<file path="config.mk">
export PLATFORM = sky130hd
export DESIGN_NAME = worst_fit_block_allocator_top
export DESIGN_NICKNAME = d
export VERILOG_FILES = /design/src/rtl/wfba_pkg.sv /design/src/rtl/wfba_mem.sv /design/src/rtl/wfba_ctrl.sv /design/src/rtl/worst_fit_block_allocator_top.sv
export SDC_FILE = /design/constraint.sdc
export NUM_CORES = 1
export LEC_CHECK = 0
export BUFFER_PORTS_ARGS = -buffer_cell sky130_fd_sc_hd__buf_2
export CAP_MARGIN = 20
export CORE_MARGIN = 4
export CORE_UTILIZATION = 41
export DETAILED_ROUTE_END_ITERATION = 16
export PLACE_DENSITY = 0.58
export SYNTH_ARGS = -nofsm -noshare
export SYNTH_HDL_FRONTEND = slang
export SYNTH_HIERARCHICAL = 1
export SYNTH_SLANG_ARGS = --single-unit
</file>
<file path="constraint.sdc">
create_clock -name aclk -period 9.8 [get_ports aclk]
set_clock_uncertainty 0.1 [all_clocks]
set_input_delay 1.96 -clock aclk [delete_from_list [all_inputs] [get_ports aclk]]
set_output_delay 1.96 -clock aclk [all_outputs]
set_load 0.02 [all_outputs]
</file>
<file path="src/rtl/wfba_pkg.sv">
// ----------------------------------------------------------------------------
// wfba_pkg
// Shared types and constants of the worst-fit block allocator.
// ----------------------------------------------------------------------------
`default_nettype none

package wfba_pkg;

    localparam int NUM_BLOCKS_DEF = 16;
    localparam int SIZE_BITS_DEF  = 16;

    localparam int OP_W       = 1;
    localparam int BLK_IDX_W  = 4;
    localparam int SIZE_FLD_W = 16;
    localparam int REQ_NUM_W  = 16;
    localparam int BLK_CNT_W  = 5;

    // operation codes
    localparam logic [OP_W-1:0] OP_LOAD  = 1'b0;
    localparam logic [OP_W-1:0] OP_ALLOC = 1'b1;

    localparam logic [REQ_NUM_W-1:0] REQ_NUM_LAST  = '1;
    localparam logic [REQ_NUM_W-1:0] REQ_NUM_FIRST = REQ_NUM_W'(1);

    typedef struct packed {
        logic [OP_W-1:0]       operation;
        logic [BLK_IDX_W-1:0]  block_index;
        logic [SIZE_FLD_W-1:0] size_value;
    } wfba_in_t;

    typedef struct packed {
        logic [REQ_NUM_W-1:0]  request_number;
        logic [SIZE_FLD_W-1:0] request_size;
        logic                  allocated;
        logic [BLK_IDX_W-1:0]  chosen_block;
        logic [SIZE_FLD_W-1:0] size_before;
        logic [SIZE_FLD_W-1:0] transferred_size;
        logic [SIZE_FLD_W-1:0] remaining_size;
    } wfba_out_t;

endpackage

`default_nettype wire

</file>
<file path="src/rtl/wfba_mem.sv">
// ----------------------------------------------------------------------------
// wfba_mem
// Free-size table: one write port, one read port, registered read data.
// ----------------------------------------------------------------------------
`default_nettype none

module wfba_mem
    import wfba_pkg::*;
#(
    parameter int DEPTH = NUM_BLOCKS_DEF,
    parameter int WIDTH = SIZE_BITS_DEF,
    localparam int ADDR_W = $clog2(DEPTH)
) (
    input  wire logic              aclk,
    input  wire logic              wr_en,
    input  wire logic [ADDR_W-1:0] wr_addr,
    input  wire logic [WIDTH-1:0]  wr_data,
    input  wire logic              rd_en,
    input  wire logic [ADDR_W-1:0] rd_addr,
    output logic      [WIDTH-1:0]  rd_data
);

    logic [WIDTH-1:0] mem_array [DEPTH];
    logic [WIDTH-1:0] rd_data_reg;

    always_ff @(posedge aclk) begin
        if (wr_en) begin
            mem_array[wr_addr] <= wr_data;
        end
    end

    always_ff @(posedge aclk) begin
        if (rd_en) begin
            rd_data_reg <= mem_array[rd_addr];
        end
    end

    assign rd_data = rd_data_reg;

endmodule

`default_nettype wire

</file>
<file path="src/rtl/wfba_ctrl.sv">
// ----------------------------------------------------------------------------
// wfba_ctrl
// Load/allocate sequencer: scans the table one entry per cycle, keeps the
// largest fit, writes the remainder back and builds the result item.
// ----------------------------------------------------------------------------
`default_nettype none

module wfba_ctrl
    import wfba_pkg::*;
#(
    parameter int NUM_BLOCKS = NUM_BLOCKS_DEF,
    parameter int SIZE_BITS  = SIZE_BITS_DEF,
    localparam int IDX_W = $clog2(NUM_BLOCKS),
    localparam int CNT_W = $clog2(NUM_BLOCKS + 1)
) (
    input  wire logic                 aclk,
    input  wire logic                 aresetn,
    input  wire logic [BLK_CNT_W-1:0] block_count,
    input  wire logic                 in_valid,
    output logic                      in_ready,
    input  wire wfba_in_t             in_data,
    output logic                      res_valid,
    input  wire logic                 res_ready,
    output wfba_out_t                 res_data,
    output logic                      mem_rd_en,
    output logic      [IDX_W-1:0]     mem_rd_addr,
    input  wire logic [SIZE_BITS-1:0] mem_rd_data,
    output logic                      mem_wr_en,
    output logic      [IDX_W-1:0]     mem_wr_addr,
    output logic      [SIZE_BITS-1:0] mem_wr_data
);

    typedef enum logic [2:0] {
        S_IDLE = 3'b001,
        S_SCAN = 3'b010,
        S_DONE = 3'b100
    } wfba_state_t;

    wfba_state_t          state_reg, state_next;
    logic [IDX_W-1:0]     idx_reg, idx_next;
    logic [CNT_W-1:0]     n_reg, n_next;
    logic [SIZE_BITS-1:0] req_reg, req_next;
    logic [REQ_NUM_W-1:0] cnt_reg, cnt_next;
    logic                 found_reg, found_next;
    logic [IDX_W-1:0]     best_idx_reg, best_idx_next;
    logic [SIZE_BITS-1:0] best_val_reg, best_val_next;

    logic [31:0]          size_ext, bidx_in_ext, bcnt_ext;
    logic [SIZE_BITS-1:0] in_size;
    logic                 ld_in_range;
    logic [CNT_W-1:0]     n_lim;
    logic [CNT_W-1:0]     idx_plus;
    logic [SIZE_BITS-1:0] rem_val;
    logic [31:0]          req_ext, best_val_ext, rem_ext, best_idx_ext;

    // input size masked to the table width
    assign size_ext    = 32'(in_data.size_value);
    assign in_size     = size_ext[SIZE_BITS-1:0];
    assign bidx_in_ext = 32'(in_data.block_index);
    assign ld_in_range = (bidx_in_ext < NUM_BLOCKS);

    // a count above the table size is clamped
    assign bcnt_ext = 32'(block_count);
    assign n_lim    = (bcnt_ext > NUM_BLOCKS) ? CNT_W'(NUM_BLOCKS) : CNT_W'(bcnt_ext);

    assign idx_plus = CNT_W'(idx_reg) + CNT_W'(1);
    assign rem_val  = best_val_reg - req_reg;

    always_comb begin
        state_next    = state_reg;
        idx_next      = idx_reg;
        n_next        = n_reg;
        req_next      = req_reg;
        cnt_next      = cnt_reg;
        found_next    = found_reg;
        best_idx_next = best_idx_reg;
        best_val_next = best_val_reg;
        in_ready      = (state_reg == S_IDLE);
        res_valid     = (state_reg == S_DONE);
        mem_rd_en     = 1'b0;
        mem_rd_addr   = '0;
        mem_wr_en     = 1'b0;
        mem_wr_addr   = '0;
        mem_wr_data   = '0;
        case (state_reg)
            S_IDLE: begin
                if (in_valid) begin
                    if (in_data.operation == OP_LOAD) begin
                        mem_wr_en   = ld_in_range;
                        mem_wr_addr = bidx_in_ext[IDX_W-1:0];
                        mem_wr_data = in_size;
                    end else begin
                        req_next      = in_size;
                        cnt_next      = (cnt_reg == REQ_NUM_LAST) ? REQ_NUM_FIRST
                                                                  : cnt_reg + REQ_NUM_FIRST;
                        n_next        = n_lim;
                        idx_next      = '0;
                        found_next    = 1'b0;
                        best_idx_next = '0;
                        best_val_next = '0;
                        if (n_lim == '0) begin
                            state_next = S_DONE;
                        end else begin
                            mem_rd_en  = 1'b1;
                            state_next = S_SCAN;
                        end
                    end
                end
            end
            S_SCAN: begin
                // rd_data holds entry idx_reg; strict > keeps the lowest index on ties
                if ((mem_rd_data >= req_reg) && (!found_reg || (mem_rd_data > best_val_reg)))
                begin
                    found_next    = 1'b1;
                    best_val_next = mem_rd_data;
                    best_idx_next = idx_reg;
                end
                if (idx_plus < n_reg) begin
                    mem_rd_en   = 1'b1;
                    mem_rd_addr = idx_reg + IDX_W'(1);
                    idx_next    = idx_reg + IDX_W'(1);
                end else begin
                    state_next = S_DONE;
                end
            end
            S_DONE: begin
                if (res_ready) begin
                    mem_wr_en   = found_reg;
                    mem_wr_addr = best_idx_reg;
                    mem_wr_data = rem_val;
                    state_next  = S_IDLE;
                end
            end
            default: begin
                state_next = S_IDLE;
            end
        endcase
    end

    always_ff @(posedge aclk) begin
        if (!aresetn) begin
            state_reg <= S_IDLE;
            cnt_reg   <= '0;
        end else begin
            state_reg <= state_next;
            cnt_reg   <= cnt_next;
        end
    end

    always_ff @(posedge aclk) begin
        idx_reg      <= idx_next;
        n_reg        <= n_next;
        req_reg      <= req_next;
        found_reg    <= found_next;
        best_idx_reg <= best_idx_next;
        best_val_reg <= best_val_next;
    end

    assign req_ext      = 32'(req_reg);
    assign best_val_ext = 32'(best_val_reg);
    assign rem_ext      = 32'(rem_val);
    assign best_idx_ext = 32'(best_idx_reg);

    always_comb begin
        res_data                  = '0;
        res_data.request_number   = cnt_reg;
        res_data.request_size     = req_ext[SIZE_FLD_W-1:0];
        res_data.allocated        = found_reg;
        if (found_reg) begin
            res_data.chosen_block     = best_idx_ext[BLK_IDX_W-1:0];
            res_data.size_before      = best_val_ext[SIZE_FLD_W-1:0];
            res_data.transferred_size = req_ext[SIZE_FLD_W-1:0];
            res_data.remaining_size   = rem_ext[SIZE_FLD_W-1:0];
        end
    end

endmodule

`default_nettype wire

</file>
<file path="src/rtl/worst_fit_block_allocator_top.sv">
// ----------------------------------------------------------------------------
// worst_fit_block_allocator_top
// Worst-fit allocator over a table of free block sizes.
// ----------------------------------------------------------------------------
// A load item writes one entry of the free-size table and returns no item. An
// allocate item scans entries 0 .. block_count-1 (clamped to NUM_BLOCKS),
// picks the largest free size not below the request (lowest index on a tie),
// subtracts the request and returns one result item, or a not-allocated item
// with zeroed block fields. An allocate is accepted, then reads the scanned
// entries one at a time through the table's single read port, then writes
// the remainder back as its result enters the output register.
// One item is in work at a time; the table is written back before the next
// item is taken, so reads never see a stale entry. Results sit in an output
// register, so loads keep flowing while a result waits for m_ready.
// Table entries are not reset: allocate only over entries already loaded.
// The user writes block_count on the cfg port only while the block is idle;
// the block does not enforce this. cfg_ready is always high.
// ----------------------------------------------------------------------------
`default_nettype none

module worst_fit_block_allocator_top
    import wfba_pkg::*;
#(
    parameter int NUM_BLOCKS = NUM_BLOCKS_DEF,
    parameter int SIZE_BITS  = SIZE_BITS_DEF
) (
    input  wire logic                 aclk,
    input  wire logic                 aresetn,
    // configuration: block_count
    input  wire logic                 cfg_valid,
    output logic                      cfg_ready,
    input  wire logic [BLK_CNT_W-1:0] cfg_data,
    // input items
    input  wire logic                 s_valid,
    output logic                      s_ready,
    input  wire wfba_in_t             s_data,
    // result items
    output logic                      m_valid,
    input  wire logic                 m_ready,
    output wfba_out_t                 m_data
);

    localparam int IDX_W = $clog2(NUM_BLOCKS);

    logic [BLK_CNT_W-1:0] block_count_reg;
    logic                 m_valid_reg, m_valid_next;
    wfba_out_t            m_data_reg;

    logic                 res_valid, res_ready;
    wfba_out_t            res_data;

    logic                 mem_rd_en, mem_wr_en;
    logic [IDX_W-1:0]     mem_rd_addr, mem_wr_addr;
    logic [SIZE_BITS-1:0] mem_rd_data, mem_wr_data;

    // config register, always ready
    assign cfg_ready = 1'b1;

    always_ff @(posedge aclk) begin
        if (!aresetn) begin
            block_count_reg <= '0;
        end else if (cfg_valid) begin
            block_count_reg <= cfg_data;
        end
    end

    wfba_ctrl #(
        .NUM_BLOCKS (NUM_BLOCKS),
        .SIZE_BITS  (SIZE_BITS)
    ) u_ctrl (
        .aclk        (aclk),
        .aresetn     (aresetn),
        .block_count (block_count_reg),
        .in_valid    (s_valid),
        .in_ready    (s_ready),
        .in_data     (s_data),
        .res_valid   (res_valid),
        .res_ready   (res_ready),
        .res_data    (res_data),
        .mem_rd_en   (mem_rd_en),
        .mem_rd_addr (mem_rd_addr),
        .mem_rd_data (mem_rd_data),
        .mem_wr_en   (mem_wr_en),
        .mem_wr_addr (mem_wr_addr),
        .mem_wr_data (mem_wr_data)
    );

    wfba_mem #(
        .DEPTH (NUM_BLOCKS),
        .WIDTH (SIZE_BITS)
    ) u_mem (
        .aclk    (aclk),
        .wr_en   (mem_wr_en),
        .wr_addr (mem_wr_addr),
        .wr_data (mem_wr_data),
        .rd_en   (mem_rd_en),
        .rd_addr (mem_rd_addr),
        .rd_data (mem_rd_data)
    );

    // output register: take a new result when empty or being drained
    assign res_ready = !m_valid_reg || m_ready;

    always_comb begin
        m_valid_next = m_valid_reg;
        if (res_valid && res_ready) begin
            m_valid_next = 1'b1;
        end else if (m_ready) begin
            m_valid_next = 1'b0;
        end
    end

    always_ff @(posedge aclk) begin
        if (!aresetn) begin
            m_valid_reg <= 1'b0;
        end else begin
            m_valid_reg <= m_valid_next;
        end
    end

    always_ff @(posedge aclk) begin
        if (res_valid && res_ready) begin
            m_data_reg <= res_data;
        end
    end

    assign m_valid = m_valid_reg;
    assign m_data  = m_data_reg;

endmodule

`default_nettype wire

</file>
# Word-level counts from Yosys, hierarchy flattened
# Memories as Yosys holds them, arrays and structs flattened. A register that Yosys moved wholly into a read port is not among the register bits.
# Index checks and enable logic that the tools add are counted.
totals:
  reg_bits: 156
  elab_cells: 95
  mem_bits_rw: 256
  mem_count: 1
  inputBits: 31
  out_inout_bits: 88
mem_list:
  columns: ["memory", "words", "width", "read_ports", "rd_clocked_by_memory_dff", "wr", "line", "source"]
  rows:
  - ["u_mem.mem_array", 16, 16, 1, 1, 1, "wfba_mem.sv:23", "logic [WIDTH-1:0] mem_array [DEPTH];"]
classes:
  mux: 45
  reduce_logical: 13
  n_lt_le_gt_ge: 5
  n_addsub: 4
  eq_ne: 10
op_table:
  columns: ["operator", "n"]
  rows:
  - ["$mux 16", 7]
  - ["$pmux 16 s2", 2]
  - ["$mux 4", 9]
  - ["$pmux 4 s2", 3]
  - ["$add 16x1->16 const B", 1]
  - ["$eq 16x16->1 const B", 1]
  - ["$ge 16x16->1", 1]
  - ["$gt 16x16->1", 1]
  - ["$sub 16x16->16", 1]
  - ["$mux 3", 5]
  - ["$mux 1", 14]
  - ["$reduce_and 4->1", 3]
  - ["$pmux 3 s3", 1]
  - ["$ne 2x1->1 const B", 4]
  - ["$pmux 1 s2", 3]
  - ["$add 4x1->5 const B", 1]
  - ["$gt 5x5->1 const B", 1]
  - ["$logic_not 5->1", 1]
  - ["$lt 4x5->1 const B", 1]
  - ["$lt 5x5->1", 1]
  - ["$mux 5", 1]
  - ["$add 4x1->4 const B", 1]
  - ["$ne 2x2->1 const B", 2]
  - ["$reduce_bool 2->1", 2]
  - ["7 further kinds", 10]

# Longest topological paths before layout
logic_depth:
  depth_word: 7
  mapped_depth: 13
  ltp_nobuf: 11

# Hierarchy
# The synthesis kept the hierarchy.
by_module_without_submodules:
  columns: ["mod", "seq_area_each_um2", "instances", "area_each_um2", "cells_each"]
  rows:
  - ["wfba_mem", 8167.8, 1, 10202.3, 432]
  - ["wfba_ctrl", 1761.7, 1, 4682.0, 523]
  - ["worst_fit_block_allocator_top", 2672.6, 1, 2807.7, 108]

# Worst setup path before layout
# Ideal clock, no wire load.
synth_timing:
  path_kind: "input to register"
  start: "input port s_data[20] in the netlist's numbering"
  end: "register u_ctrl.best_idx_reg[0], enable pin"
  stages: 5
  slack_ns: 4.727
  arrival_time_ns: 4.535
  n_path_buf: 0
  required_time_ns: 9.262
  setup_time_ns: 0.438
  path_cell_list: "and2_1 > nand2_1 > clkinv_1 > a21oi_1 > a311oi_1"
synth_between:
  elab_chain_len: 2
synth_lines:
  columns: ["item", "line", "source"]
  rows:
  - ["start, declared", "worst_fit_block_allocator_top.sv:36", "input wire wfba_in_t s_data,"]
  - ["$ne 2x1->1 (no source line)", null, null]
  - ["$reduce_and 4->1 (no source line)", null, null]
  - ["end signal, assigned", "wfba_ctrl.sv:155", "best_idx_reg <= best_idx_next;"]
  - ["end, declared", "wfba_ctrl.sv:45", "logic [IDX_W-1:0] best_idx_reg, best_idx_next;"]
# Every way passes these cells.
# A chain may end at the register's enable or synchronous reset.

# Worst setup path in the final report
layout_timing:
  start: "register u_ctrl.idx_reg[0]"
  end: "register u_mem.rd_data_reg[9] (netlist: u_mem/rd_data[9]) (read register of u_mem.mem_array) (data pin)"
layout_between:
  elab_chain_len: 4
  word_cells_on_any_way: 7
  cone_classes: "add/sub (2); order compare (1); mux (4)"
layout_lines:
  columns: ["item", "line", "source"]
  rows:
  - ["start, declared", "wfba_ctrl.sv:40", "logic [IDX_W-1:0] idx_reg, idx_next;"]
  - ["start signal, assigned", "wfba_ctrl.sv:151", "idx_reg <= idx_next;"]
  - ["$add 4x1->5", "wfba_ctrl.sv:66", "assign idx_plus = CNT_W'(idx_reg) + CNT_W'(1);"]
  - ["net u_ctrl.idx_plus[2]", "wfba_ctrl.sv:52", "logic [CNT_W-1:0] idx_plus;"]
  - ["$lt 5x5->1", "wfba_ctrl.sv:118", "if (idx_plus < n_reg) begin"]
  - ["$mux 4", "wfba_ctrl.sv:118", null]
  - ["$mux 4", "wfba_ctrl.sv:85", "case (state_reg)"]
  - ["net mem_rd_addr[0]", "worst_fit_block_allocator_top.sv:53", "logic [IDX_W-1:0] mem_rd_addr, mem_wr_addr;"]
  - ["end, declared", "wfba_mem.sv:24", "logic [WIDTH-1:0] rd_data_reg;"]
# The timed path passes the listed nets, and every way through them passes these cells.

==> results.py <==
metrics = {
    "run_status": {
        "run_status": "finished, final reports clean",
    },
    "synthesis": {
        "yosys.area.top_type": "edfxtp_1",
        "yosysMostFrequentCell": "edfxtp_1",
        "yosysSeqAreaShare_pct": 71.23,
        "syn_area_um2": 17690,
        "synthTopCellsByArea": "edfxtp_1 68%, mux4_2 6.9%, ha_1 3.7%",
        "netlist.area_leader.share_pct": 68.40,
        "synth_cells": 1063,
        "syn-num-nets": 1148,
        "synth_edf_count": 403,
        "synth_cell_type_count": 62,
        "ys_ff_latch": 428,
        "synthTopCellsByCount": "403 x edfxtp_1, 89 x nor2_1, 54 x mux4_2",
        "yosysWarningCount": 6,
        "synth-main-ff-cell": "edfxtp_1",
        "ys_async_sr_fraction_pct": 0,
        "avgSynthCellArea_um2": 16.64,
    },
    "timing": {
        "drv_slew": 0,
        "fmax_ghz": 0.2033,
        "min_period_ps": 4920,
        "slew_headroom_pct": 27.50,
        "tns_ps": 0,
        "holdWs_ps": 345.6,
        "hold_viol": 0,
        "tightest_slew_ps": 1083,
        "rsz0062_at_grt": "false",
        "finalSetupViolCount": 0,
        "period_share_pct": 50.20,
    },
    "global_routing": {
        "grt_max_degree": 70,
        "grt_pass1_wl_um": 62380,
        "overflow": 0,
        "first_global_vias": 9881,
        "grt.total_usage_pct": 17.70,
        "antenna_found_initial": 2,
    },
    "floorplanning": {
        "die_area_um2": 46540,
        "core_um2": 42320,
        "pin_count": 119,
        "start_util_pct": 41.80,
        "die_h_um": 215.7,
        "die_w_um": 215.7,
        "row_count": 75,
    },
    "cts": {
        "clk_latency_ps": 560,
        "cts_sinks": 428,
        "cts.htree.levels": 2,
        "post_cts_buffers": 0,
        "clockBufferDepth": 3,
        "ctsResizeCount": 0,
        "cts_tree": "done",
        "clk_pin_slew_ps": 60,
        "cts_root_buffer": "clkbuf_16",
        "numCtsBuffers": 44,
        "cts_hold_buffers": 0,
    },
    "worst_setup_path": {
        "cp-startpoint": "u_ctrl/idx_reg[0]",
        "end_kind": "register",
        "rr_startpoint": "u_ctrl/idx_reg[0]",
        "required_ps": 10010,
        "path_class": "register to register",
        "crit_fanout": 46,
        "crit_arrival_ps": 5130,
        "cp-start-kind": "register",
    },
    "routing": {
        "firstDrtPassIters": 5,
        "wirelength_um": 41180,
        "drt-vias-per-instance": 5.252,
        "ant_nets": 0,
        "wire_per_inst_um": 22.54,
        "drt_drc_violations_left": 0,
        "vias": 9596,
        "drt_iter0_drc": 764,
    },
    "placed_design": {
        "io_buffer_count": 117,
        "hpwl_um": 27800,
        "globalplace.congestion": 0.8496,
    },
    "cells_and_area": {
        "largest_reg_flops": 256,
        "final_util_pct": 48.52,
        "fillers": 3578,
        "nets": 1299,
        "drive_above_1_share_pct": 23.06,
        "syn_to_final_growth_pct": 16.07,
    },
    "power": {
        "p_int_mw": 3.298,
        "p_sw_share_pct": 23.86,
        "power_frac_clock_pct": 39.3,
        "worst_ir_drop_vdd_mv": 0.1101,
        "cellPowerDensity_nw_per_um2": 210.9,
        "p_switching_mw": 1.033,
        "combPwrFrac_pct": 11.2,
        "seqPwrFrac_pct": 49.5,
        "p_leak_nw": 7.265,
    },
    "min_path": {
        "worstHoldPathType": "register to register",
        "min-delay-start": "u_ctrl/req_reg[10]",
    },
    "run": {
        "drv_cap": 0,
    },
}
==> layout by cell type, fill, tap and decap left out, types with 12 or more instances in the layout <==
master	instances
a22oi_1	32
clkbuf_16	46
buf_2	117
a22o_1	15
nand2_1	50
xor2_1	12
xnor2_1	15
mux4_2	54
ha_1	53
buf_4	27
inv_1	44
a21oi_1	28
clkinv_2	12
nor2_1	86
dfxtp_1	25
edfxtp_1	403
nor2b_1	18
and2_1	37
o21ai_0	22
==> logic make-up after synthesis <==
| logic type | after synthesis | share of synthesized area [%] |
|---|---|---|
| mux | 71 | 8.762 |
| simple gates | 259 | 7.383 |
| fa+ha+maj | 54 | 3.861 |
| buf+inv | 85 | 2.150 |
| xor+xnor | 27 | 1.337 |
| other cells | 1 | 0.02120 |
| flops | 428 | 71.23 |
| compound gates | 138 | 5.255 |
==> metal layers <==
layer | global-route usage [%] | part of all wire [%] | vias up
met3 | 3.010 | 5.2 | 57
li1 | - | - | 4428
met1 | 23.59 | 43 | 4856
met4 | 5.025 | 2.3 | 0
met5 | 0 | 0 | -
met2 | 30.18 | 49 | 255
==> worst max-delay path, stage by stage (launching register included) <==
cell and delay (ps):
edfxtp_1 500, ha_1 270, xnor2_1 230, inv_1 70, ha_1 260, nor2b_1 120, o21ai_0 140, a21oi_1 300
nor2_4 740, buf_4 850, mux4_2 600, a22oi_1 350, nand2_1 90
==> power by group through the flow <==
stage          Combinational, mW  Sequential, mW  Clock, mW
2_1_floorplan              0.317            2.18          0
3_3_place_gp               0.482            2.18          0
3_5_place_dp               0.488            2.18          0
4_1_cts                    0.491            2.14       1.75
5_1_grt                    0.536            2.15       1.82
6_report                   0.484            2.14       1.70
==> through the flow <==
step / setup slack (ps) / cells / power, mW / area [um^2]
final: 4880 / 1827 / 4.332 / 20540
after floorplan: 4727 / 1063 / 2.492 / 17690
after detailed placement: 4787 / 1745 / 2.671 / 19050
after CTS: 4779 / 1826 / 4.384 / 20530
after global routing: 4462 / 1827 / 4.508 / 20540
after global placement: 4801 / 1745 / 2.665 / 19050
==> final timing paths <==
path	end	slack, ps	cells past startpoint
hold reg to reg	m_data[63]	350	0
setup / recovery	u_mem/rd_data[9]	4880	12
hold / removal	m_data[63]	350	0
setup reg to reg	u_mem/rd_data[9]	4880	12
==> final cells by class <==
cell class,count,area [um^2],share of cell area (%)
Antenna cell,1,2.502,0.01219
Clock buffer,55,1195,5.819
Clock inverter,26,284.0,1.383
Inverter,46,172.7,0.8408
Multi-Input combinational cell,550,4770,23.23
Sequential cell,428,12600,61.37
Tap cell,577,721.9,3.516
Timing Repair Buffer,144,788.3,3.838
Power figures use the tool's default switching activity.
